===== src/ngp_pkg.sv =====
// ----------------------------------------------------------------------------
// ngp_pkg
// Shared types and constants of the GGA sentence field parser.
// ----------------------------------------------------------------------------
package ngp_pkg;

	// result kinds
	localparam logic KIND_CHAR = 1'b0;
	localparam logic KIND_DONE = 1'b1;

	// field codes
	localparam logic [2:0] FLD_TIME = 3'd0;
	localparam logic [2:0] FLD_LAT  = 3'd1;
	localparam logic [2:0] FLD_NS   = 3'd2;
	localparam logic [2:0] FLD_LON  = 3'd3;
	localparam logic [2:0] FLD_EW   = 3'd4;
	localparam logic [2:0] FLD_FIX  = 3'd5;
	localparam logic [2:0] FLD_SAT  = 3'd6;

	// parse phases
	localparam logic [3:0] PH_HUNT = 4'd0;
	localparam logic [3:0] PH_SKIP = 4'd1;
	localparam logic [3:0] PH_TIME = 4'd2;
	localparam logic [3:0] PH_LAT  = 4'd3;
	localparam logic [3:0] PH_LON  = 4'd5;
	localparam logic [3:0] PH_SAT  = 4'd8;

	// characters
	localparam logic [7:0] CH_DOLLAR = 8'h24;
	localparam logic [7:0] CH_COMMA  = 8'h2C;
	localparam logic [7:0] CH_G      = 8'h47;
	localparam logic [7:0] CH_P      = 8'h50;
	localparam logic [7:0] CH_A      = 8'h41;

	localparam int unsigned HDR_LEN = 6;
	localparam logic [7:0] HDR_TEXT [HDR_LEN] = '{CH_DOLLAR, CH_G, CH_P, CH_G, CH_G, CH_A};

	// one result item
	typedef struct packed {
		logic       kind;
		logic [2:0] field_code;
		logic [3:0] char_pos;
		logic [7:0] char_value;
	} result_t;

endpackage


===== src/ngp_if.sv =====
// ----------------------------------------------------------------------------
// ngp_in_if / ngp_out_if
// Valid/ready channels for received bytes and tagged result items.
// ----------------------------------------------------------------------------
interface ngp_in_if;
	logic       valid;
	logic       ready;
	logic [7:0] rx_byte;

	modport source (output valid, output rx_byte, input ready);
	modport sink   (input valid, input rx_byte, output ready);
endinterface

interface ngp_out_if;
	logic       valid;
	logic       ready;
	logic       kind;
	logic [2:0] field_code;
	logic [3:0] char_pos;
	logic [7:0] char_value;

	modport source (output valid, output kind, output field_code, output char_pos,
		output char_value, input ready);
	modport sink   (input valid, input kind, input field_code, input char_pos,
		input char_value, output ready);
endinterface


===== src/ngp_tagger.sv =====
// ----------------------------------------------------------------------------
// ngp_tagger
// Header hunt and field tagging state; one byte per enabled cycle.
// ----------------------------------------------------------------------------
module ngp_tagger #(
	parameter int FIELD_CHARS = 16
) (
	input  logic              clk,
	input  logic              arst_n,
	input  logic              step,
	input  logic [7:0]        rx_byte,
	output logic              res_valid,
	output ngp_pkg::result_t  res
);

	localparam int IW = $clog2(FIELD_CHARS + 1);

	logic [3:0]    phase_q, phase_d;
	logic [2:0]    hdr_q, hdr_d;
	logic [IW-1:0] idx_q, idx_d;

	logic [2:0]    m;
	logic          multi;
	logic [IW+3:0] idx_ext;

	assign idx_ext = {4'b0, idx_q};
	assign m       = (hdr_q > 3'd5) ? 3'd0 : hdr_q;
	assign multi   = (phase_q == ngp_pkg::PH_TIME) || (phase_q == ngp_pkg::PH_LAT) ||
		(phase_q == ngp_pkg::PH_LON);

	// next state and result
	always_comb begin
		phase_d   = phase_q;
		hdr_d     = hdr_q;
		idx_d     = idx_q;
		res_valid = 1'b0;
		res       = '0;
		res.kind  = ngp_pkg::KIND_CHAR;
		res.field_code = 3'(phase_q - ngp_pkg::PH_TIME);
		res.char_value = rx_byte;
		priority if (phase_q == ngp_pkg::PH_SKIP) begin
			if (rx_byte == ngp_pkg::CH_COMMA) begin
				phase_d = ngp_pkg::PH_TIME;
				idx_d   = '0;
			end
		end else if (phase_q >= ngp_pkg::PH_TIME && phase_q <= ngp_pkg::PH_SAT) begin
			if (rx_byte == ngp_pkg::CH_COMMA) begin
				idx_d = '0;
				if (phase_q == ngp_pkg::PH_SAT) begin
					phase_d   = ngp_pkg::PH_HUNT;
					hdr_d     = '0;
					res_valid = 1'b1;
					res       = '0;
					res.kind  = ngp_pkg::KIND_DONE;
				end else begin
					phase_d = phase_q + 4'd1;
				end
			end else if (multi) begin
				// drop characters past the field capacity
				if (idx_q < IW'(FIELD_CHARS)) begin
					res_valid    = 1'b1;
					res.char_pos = idx_ext[3:0];
					idx_d        = idx_q + 1'b1;
				end
			end else begin
				res_valid = 1'b1;
			end
		end else begin
			// hunting; unused phases behave the same
			phase_d = ngp_pkg::PH_HUNT;
			if (rx_byte == ngp_pkg::HDR_TEXT[m]) begin
				if (m == 3'd5) begin
					hdr_d   = '0;
					phase_d = ngp_pkg::PH_SKIP;
					idx_d   = '0;
				end else begin
					hdr_d = m + 3'd1;
				end
			end else if (rx_byte == ngp_pkg::CH_DOLLAR) begin
				hdr_d = 3'd1;
			end else begin
				hdr_d = '0;
			end
		end
	end

	// state registers
	always_ff @(posedge clk or negedge arst_n) begin
		if (!arst_n) begin
			phase_q <= ngp_pkg::PH_HUNT;
			hdr_q   <= '0;
			idx_q   <= '0;
		end else if (step) begin
			phase_q <= phase_d;
			hdr_q   <= hdr_d;
			idx_q   <= idx_d;
		end
	end

endmodule


===== src/nmea_gga_field_parser.sv =====
// ----------------------------------------------------------------------------
// nmea_gga_field_parser
// Tags the characters of GGA sentence fields in a received byte stream.
// ----------------------------------------------------------------------------
// Usage:
//   rx  : valid/ready channel of received bytes (rx_byte), one item per byte.
//   res : valid/ready channel of tagged items (kind, field_code, char_pos,
//         char_value). A byte gives zero or one result item.
// Each accepted byte lands in an input register. Once the output register
// is free, the tagger state updates and any result is written to the
// output register. Throughput is one byte per cycle while res does not
// stall; the tagger state update lies between the input and output
// registers.
// When res stalls, the output register holds its item and the input
// register still takes one more byte; rx.ready then drops until the output
// frees up. Bytes that give no result also wait for a free output slot.
// Reset clears both valid flags and returns the tagger to header hunting.
// ----------------------------------------------------------------------------
module nmea_gga_field_parser #(
	parameter int FIELD_CHARS = 16
) (
	input  logic             clk,
	input  logic             arst_n,
	ngp_in_if.sink           rx,
	ngp_out_if.source        res
);

	logic             valid_s1;
	logic [7:0]       byte_s1;
	logic             out_free;
	logic             advance;
	logic             tag_valid;
	ngp_pkg::result_t tag_res;
	logic             valid_q;
	ngp_pkg::result_t res_q;

	assign out_free = !valid_q || res.ready;
	assign advance  = valid_s1 && out_free;
	assign rx.ready = !valid_s1 || out_free;

	// input register
	always_ff @(posedge clk or negedge arst_n) begin
		if (!arst_n) begin
			valid_s1 <= 1'b0;
		end else if (rx.ready) begin
			valid_s1 <= rx.valid;
		end
	end

	always_ff @(posedge clk) begin
		if (rx.ready && rx.valid) begin
			byte_s1 <= rx.rx_byte;
		end
	end

	ngp_tagger #(
		.FIELD_CHARS(FIELD_CHARS)
	) u_tagger (
		.clk       (clk),
		.arst_n    (arst_n),
		.step      (advance),
		.rx_byte   (byte_s1),
		.res_valid (tag_valid),
		.res       (tag_res)
	);

	// output register
	always_ff @(posedge clk or negedge arst_n) begin
		if (!arst_n) begin
			valid_q <= 1'b0;
		end else if (out_free) begin
			valid_q <= advance && tag_valid;
		end
	end

	always_ff @(posedge clk) begin
		if (advance && tag_valid) begin
			res_q <= tag_res;
		end
	end

	assign res.valid      = valid_q;
	assign res.kind       = res_q.kind;
	assign res.field_code = res_q.field_code;
	assign res.char_pos   = res_q.char_pos;
	assign res.char_value = res_q.char_value;

endmodule

===== src/flat_wrapper.sv =====
// flat-port wrapper written by rule: the top's interface ports become plain ports
module nmea_gga_field_parser_flat 
#(
	parameter int FIELD_CHARS = 16
)
  (clk, arst_n, rx_valid, rx_rx_byte, rx_ready, res_valid, res_kind, res_field_code, res_char_pos, res_char_value, res_ready);
  ngp_in_if rx_i ();
  ngp_out_if res_i ();
  input  logic clk;
  input  logic arst_n;
  input wire logic [$bits(rx_i.valid)-1:0] rx_valid;
  input wire logic [$bits(rx_i.rx_byte)-1:0] rx_rx_byte;
  output wire logic [$bits(rx_i.ready)-1:0] rx_ready;
  output wire logic [$bits(res_i.valid)-1:0] res_valid;
  output wire logic [$bits(res_i.kind)-1:0] res_kind;
  output wire logic [$bits(res_i.field_code)-1:0] res_field_code;
  output wire logic [$bits(res_i.char_pos)-1:0] res_char_pos;
  output wire logic [$bits(res_i.char_value)-1:0] res_char_value;
  input wire logic [$bits(res_i.ready)-1:0] res_ready;
  assign rx_i.valid = rx_valid;
  assign rx_i.rx_byte = rx_rx_byte;
  assign rx_ready = rx_i.ready;
  assign res_valid = res_i.valid;
  assign res_kind = res_i.kind;
  assign res_field_code = res_i.field_code;
  assign res_char_pos = res_i.char_pos;
  assign res_char_value = res_i.char_value;
  assign res_i.ready = res_ready;
  nmea_gga_field_parser #(.FIELD_CHARS(FIELD_CHARS)) u_core (.clk(clk), .arst_n(arst_n), .rx(rx_i), .res(res_i));
endmodule

===== config.mk =====
export PLATFORM = sky130hd
export DESIGN_NAME = nmea_gga_field_parser_flat
export DESIGN_NICKNAME = d
export VERILOG_FILES = /design/src/ngp_pkg.sv /design/src/ngp_if.sv /design/src/ngp_tagger.sv /design/src/nmea_gga_field_parser.sv /design/src/flat_wrapper.sv
export SDC_FILE = /design/constraint.sdc
export NUM_CORES = 1
export LEC_CHECK = 0
export ABC_CLOCK_PERIOD_IN_PS = 4300
export BUFFER_PORTS_ARGS = -buffer_cell sky130_fd_sc_hd__buf_2
export CAP_MARGIN = 15
export CELL_PAD_IN_SITES_DETAIL_PLACEMENT = 0
export CELL_PAD_IN_SITES_GLOBAL_PLACEMENT = 1
export CORE_MARGIN = 2
export CORE_UTILIZATION = 44
export DETAILED_ROUTE_END_ITERATION = 8
export PLACE_DENSITY = 0.78
export SYNTH_ARGS = -nofsm -noshare
export SYNTH_HDL_FRONTEND = slang
export SYNTH_SLANG_ARGS = --single-unit

===== constraint.sdc =====
create_clock -name clk -period 4.3 [get_ports clk]
set_input_delay 0.43 -clock clk [delete_from_list [all_inputs] [get_ports clk]]
set_output_delay 0.43 -clock clk [all_outputs]
set_load 0.02 [all_outputs]

# Yosys cells after proc, flatten, opt, wreduce, memory -nomap -nowiden
# Memories as Yosys holds them, arrays and structs flattened.
# Index checks and enable logic that the tools add are counted.
# word_totals
inputBits,12
memories,1
out_inout_bits,18
rom_bits,64
reg_bits,38
# op_classes
n_addsub,4
magnitude_cmp,5
bitwise,4
n_eq_ne,14
reduce_logical,17
muxes,38
# memory_table
name,words,word_bits,rd,rd_ports_with_merged_regs,wr,line_no,rtl
(name not given),8,8,1,0,0,ngp_tagger.sv:71,if (rx_byte == ngp_pkg::HDR_TEXT[m]) begin
# ops
cell,n
5-bit 2-to-1 mux,8
4-bit 2-to-1 mux,8
15-bit 2-to-1 mux,2
8-bit 2-to-1 mux,3
3-bit 2-to-1 mux,7
"8-bit by 6-bit equality test with 1-bit output, second input constant",2
16-bit 2-to-1 mux,1
1-bit 2-to-1 mux,9
"4-bit by 2-bit equality test with 1-bit output, second input constant",2
8-bit equality test,1
6-bit AND reduction,1
3-bit nonzero test,2
"5-bit by 1-bit adder with 5-bit output, second input constant",1
"5-bit less-than comparator, second input constant",1
"4-bit by 1-bit adder with 4-bit output, second input constant",1
"4-bit by 1-bit equality test with 1-bit output, second input constant",1
"4-bit by 3-bit equality test with 1-bit output, second input constant",1
"4-bit equality test, second input constant",1
"4-bit by 2-bit greater-or-equal comparator with 1-bit output, second input constant",1
"4-bit greater-or-equal comparator, second input constant",1
"4-bit <= comparator, second input constant",1
1-bit logical AND,4
1-bit logical OR,4
"2-bit by 1-bit != test with 1-bit output, second input constant",2
other kinds (14),17

# Depth between registers and ports, before layout
# depth
depth_word,10
depth_mapped,8

# Hierarchy
# Synthesis repeated with hierarchy kept, for this count alone.
# unflattened
cells_unflattened,179
hier_area_um2,1936.9
# modules_own_cells
module,area_per_inst_um2,cells_each,seq_area_each_um2,instances
ngp_tagger,1104.8,145,300.3,1
nmea_gga_field_parser,832.0,34,770.7,1

# Least setup slack after synthesis
# Ideal clock, no wire load.
# synth_path
path_type,register to register
startpoint,reg u_core.byte_s1[0]
endpoint,reg u_core.res_q (netlist bit u_core.res.char_pos[0]) (enable)
synth_period_minus_slack_ns,3.202
path_buffers,1
required_ns,3.891
slack_ns,1.098
path_stages_with_launch,7
t_arrival_ns,2.792
setup_time_ns,0.409
path_cell_list,edfxtp_1 clkbuf_1 nor4b_1 nand2_1 nor2_1 a21oi_1 nor3_1
# synth_via
elab_chain_cells,5
# synth_rtl
element,line_no,rtl
"start, declared",nmea_gga_field_parser.sv:29,logic [7:0] byte_s1;
"start signal, assigned",nmea_gga_field_parser.sv:52,byte_s1 <= rx.rx_byte;
8-bit by 6-bit equality test with 1-bit output,ngp_tagger.sv:47,if (rx_byte == ngp_pkg::CH_COMMA) begin
1-bit 2-to-1 mux,ngp_tagger.sv:47,
1-bit 2-to-1 mux,ngp_tagger.sv:46,end else if (phase_q >= ngp_pkg::PH_TIME && phase_q <= ngp_pkg::PH_SAT) begin
1-bit 2-to-1 mux,ngp_tagger.sv:41,priority if (phase_q == ngp_pkg::PH_SKIP) begin
1-bit logical AND,nmea_gga_field_parser.sv:77,if (advance && tag_valid) begin
"end signal, assigned",nmea_gga_field_parser.sv:78,res_q <= tag_res;
"end, declared",nmea_gga_field_parser.sv:35,ngp_pkg::result_t res_q;
# Every way passes these cells.
# A chain may end at the register's enable or synchronous reset.

# Worst setup path after layout
# layout_path
startpoint,reg u_core.byte_s1[0]
endpoint,reg u_core.res_q (netlist bit u_core.res.char_value[6]) (enable)
# The elaborated chain is that of the path after synthesis.

==> impl_metrics.ini <==
[layout]
post-route-util = 0.515
layout.nets = 221
stdcell_area_um2 = 2230
syn_to_final_growth_pct = 13.6
drive_above_1_share = 0.235
fillCellCount = 420
antenna_cells = 0
final_cells = 256

[grt]
grt_pass1_wl_um = 6640
grt_overflow = 0
grt_max_degree = 17
antenna_found_initial = 0
grt_usage = 0.167
grt_pass1_vias = 1387

[placement]
place_inst = 248
io_buffers = 29
hpwl_um = 2920
placement.cell_area_um2 = 2140
dp_slack_ns = 1.55
place_congestion = 0.773

[power]
p_total_mw = 1.55
pwr-share-seq = 0.411
power.net_switching_uw = 639
p_int_uw = 915
total_leakage_power_nw = 0.899
clockPowerShare = 0.152
pwr-share-comb = 0.437
power_density_nw_per_um2 = 698
vdd_drop_max_mv = 0.331
swShare = 0.411

[detailed_routing]
drc = 0
wirelength_um = 3880
vias = 1424
post_drt_via_cell_ratio = 5.56
dr.pass1.iters = 4
ant_nets = 0
wl_per_cell_um = 15.1
first_iter_violations = 117

[synth]
synthTopCellsByCount = edfxtp_1, nand2_1, dfrtp_1, nor2_1, clkbuf_1
synthArstFlopShare = 0.368
netlist.area_leader.share = 0.368
ys_warn_count = 0
synth_flop_cell = edfxtp_1
synth_edf_count = 24
ys_ff_latch = 38
syn_area_um2 = 1960
synth.area.top_cells = edfxtp_1, dfrtp_1, ha_1, nand2_1, nor2_1
syn_avg_cell_area_um2 = 11.1
yosysMostFrequentCell = edfxtp_1
synth_top_area_cell = edfxtp_1
synthesis.instances = 177
ys_seq_area_frac = 0.546
ys_types = 49
syn-num-nets = 195

[timing]
hold_viol_final = 0
hold_slack_ns = 0.0232
setup_ws_ns = 1.57
grt_setup_unrepaired = no
worst-slew-pin-transition_ns = 0.528
period_share = 0.636
relSlewSlack = 0.643
finalSetupViolations = 0
final.min_clock_period_ns = 2.73
max_freq_mhz = 366
finClkSkew_ns = 0.0143
tns_ns = 0
slew_violations = 0

[clocking]
cts.clk_slew.worst_paths_ns = 0.08
cts_buffers = 5
htreeDepth = 2
cts_hold_buf = 0
postCtsSetupBuffers = 0
clock_path_buffers = 2
clock_tree.root_cell = clkbuf_8
ctsResizeCount = 0
cts_sinks = 38
insertion_delay_ns = 0.29
cts_tree = built

[run]
maxCapViolCount = 0

[worst_setup_path]
critPathBufInv = 1
startpoint_type = flop
end_kind = flop
reg2reg_slack_ns = 1.57
slowest_stage = nor4b_1
critPathRequiredTime_ns = 4.27
crit_chain = nor4b_1, nand2_1, nor2_1, a21oi_1, nor3_2, buf_4
critPathTopFamily = simple AND/OR/NAND/NOR gates
max_stage_delay_ns = 0.56
crit_fanout = 16
path_class = reg -> reg
cp.arrival_ns = 2.71

[floorplan]
dieWidth_um = 70.8
dieArea_um2 = 5010
initial_utilization = 0.453
core-area_um2 = 4320
core.rowCount = 24
die_y_um = 70.8
io_pins = 30

[outcome]
outcome = complete, no violations

[hold_path]
hold_class = in -> async
[power groups by stage]
| stage | combinational [mW] | sequential [mW] | clock, mW |
|---|---|---|---|
| 4_1_cts | 0.684 | 0.638 | 0.241 |
| 3_3_place_gp | 0.673 | 0.642 | 0 |
| 5_1_grt | 0.751 | 0.657 | 0.256 |
| 2_1_floorplan | 0.408 | 0.722 | 0 |
| 6_report | 0.679 | 0.639 | 0.237 |
| 3_5_place_dp | 0.680 | 0.646 | 0 |
[state kept, by name, indices dropped and copies added (netlist names)]
register                 count
u_core.res.valid             1
u_core.res.char_pos          4
u_core.u_tagger.hdr_q        3
u_core.u_tagger.idx_q        5
u_core.u_tagger.phase_q      4
u_core.byte_s1               8
u_core.res.kind              1
u_core.res.char_value        8
u_core.res.field_code        3
u_core.valid_s1              1
[per-layer routing]
| metal | up-vias | global-route usage | share of wire |
|---|---|---|---|
| li1 | 691 | - | - |
| met1 | 668 | 0.233 | 0.47 |
| met2 | 59 | 0.259 | 0.46 |
| met3 | 6 | 0.0470 | 0.067 |
| met4 | 0 | 0.0461 | 0.011 |
| met5 | - | 0 | 0 |
[final cells by class]
cell class                 count  area (µm²)  area share
clock inverter                 2        13.8     0.00618
timing repair buffer          30         153      0.0685
clock buffer                   6        72.6      0.0326
sequential                    38        1070       0.481
multi-input combinational    121         826       0.371
inverter                       7        26.3      0.0118
tap                           52        65.1      0.0292
[cell usage in the layout (no fill, tap or decap), types with 2 or more instances in the layout]
| cell | synthesis | routed |
|---|---|---|
| a21o_1 | 2 | 2 |
| a21oi_1 | 4 | 4 |
| a31oi_1 | 2 | 2 |
| and2_1 | 6 | 6 |
| buf_2 | 1 | 29 |
| clkbuf_8 | 0 | 5 |
| clkinv_1 | 2 | 2 |
| dfrtp_1 | 14 | 14 |
| edfxtp_1 | 24 | 24 |
| ha_1 | 6 | 6 |
| inv_1 | 5 | 5 |
| mux2_2 | 2 | 2 |
| nand2_1 | 17 | 17 |
| nand2b_1 | 6 | 6 |
| nand3_1 | 4 | 4 |
| nand3b_1 | 2 | 2 |
| nand4_1 | 4 | 4 |
| nor2_1 | 14 | 14 |
| nor2b_1 | 7 | 7 |
| nor3_1 | 8 | 7 |
| nor4b_1 | 3 | 3 |
| o21a_1 | 2 | 2 |
| o21ai_0 | 3 | 3 |
| o22a_1 | 2 | 2 |
| o2bb2ai_1 | 2 | 2 |
| or3_1 | 3 | 3 |
[kinds of logic (layout without fill, tap and decap cells)]
family / Yosys count / count (layout) / share of synthesized area
xor gates and xnor gates: 1 / 1 / 0.00447
DFF: 38 / 38 / 0.546
AOI/OAI and AO/OA: 31 / 31 / 0.131
buffers and inverters: 18 / 45 / 0.0351
muxes: 4 / 4 / 0.0236
and+or+nand+nor: 79 / 79 / 0.221
adders and majority gates: 6 / 6 / 0.0383
[path summary, 6_finish.rpt]
| kind | start | cells after the start | end |
|---|---|---|---|
| max | u_core.byte_s1[0] | 6 | u_core.res.char_value[6] |
| min | arst_n | 1 | u_core.valid_s1 |
| max reg2reg | u_core.byte_s1[0] | 6 | u_core.res.char_value[6] |
| min reg2reg | u_core.u_tagger.idx_q[4] | 1 | u_core.u_tagger.idx_q[4] |
| max in group asynchronous | arst_n | 1 | u_core.u_tagger.hdr_q[0] |
| min in group clk | rx_rx_byte[5] | 1 | u_core.byte_s1[5] |
No activity file was read; power rests on OpenSTA's default activity.
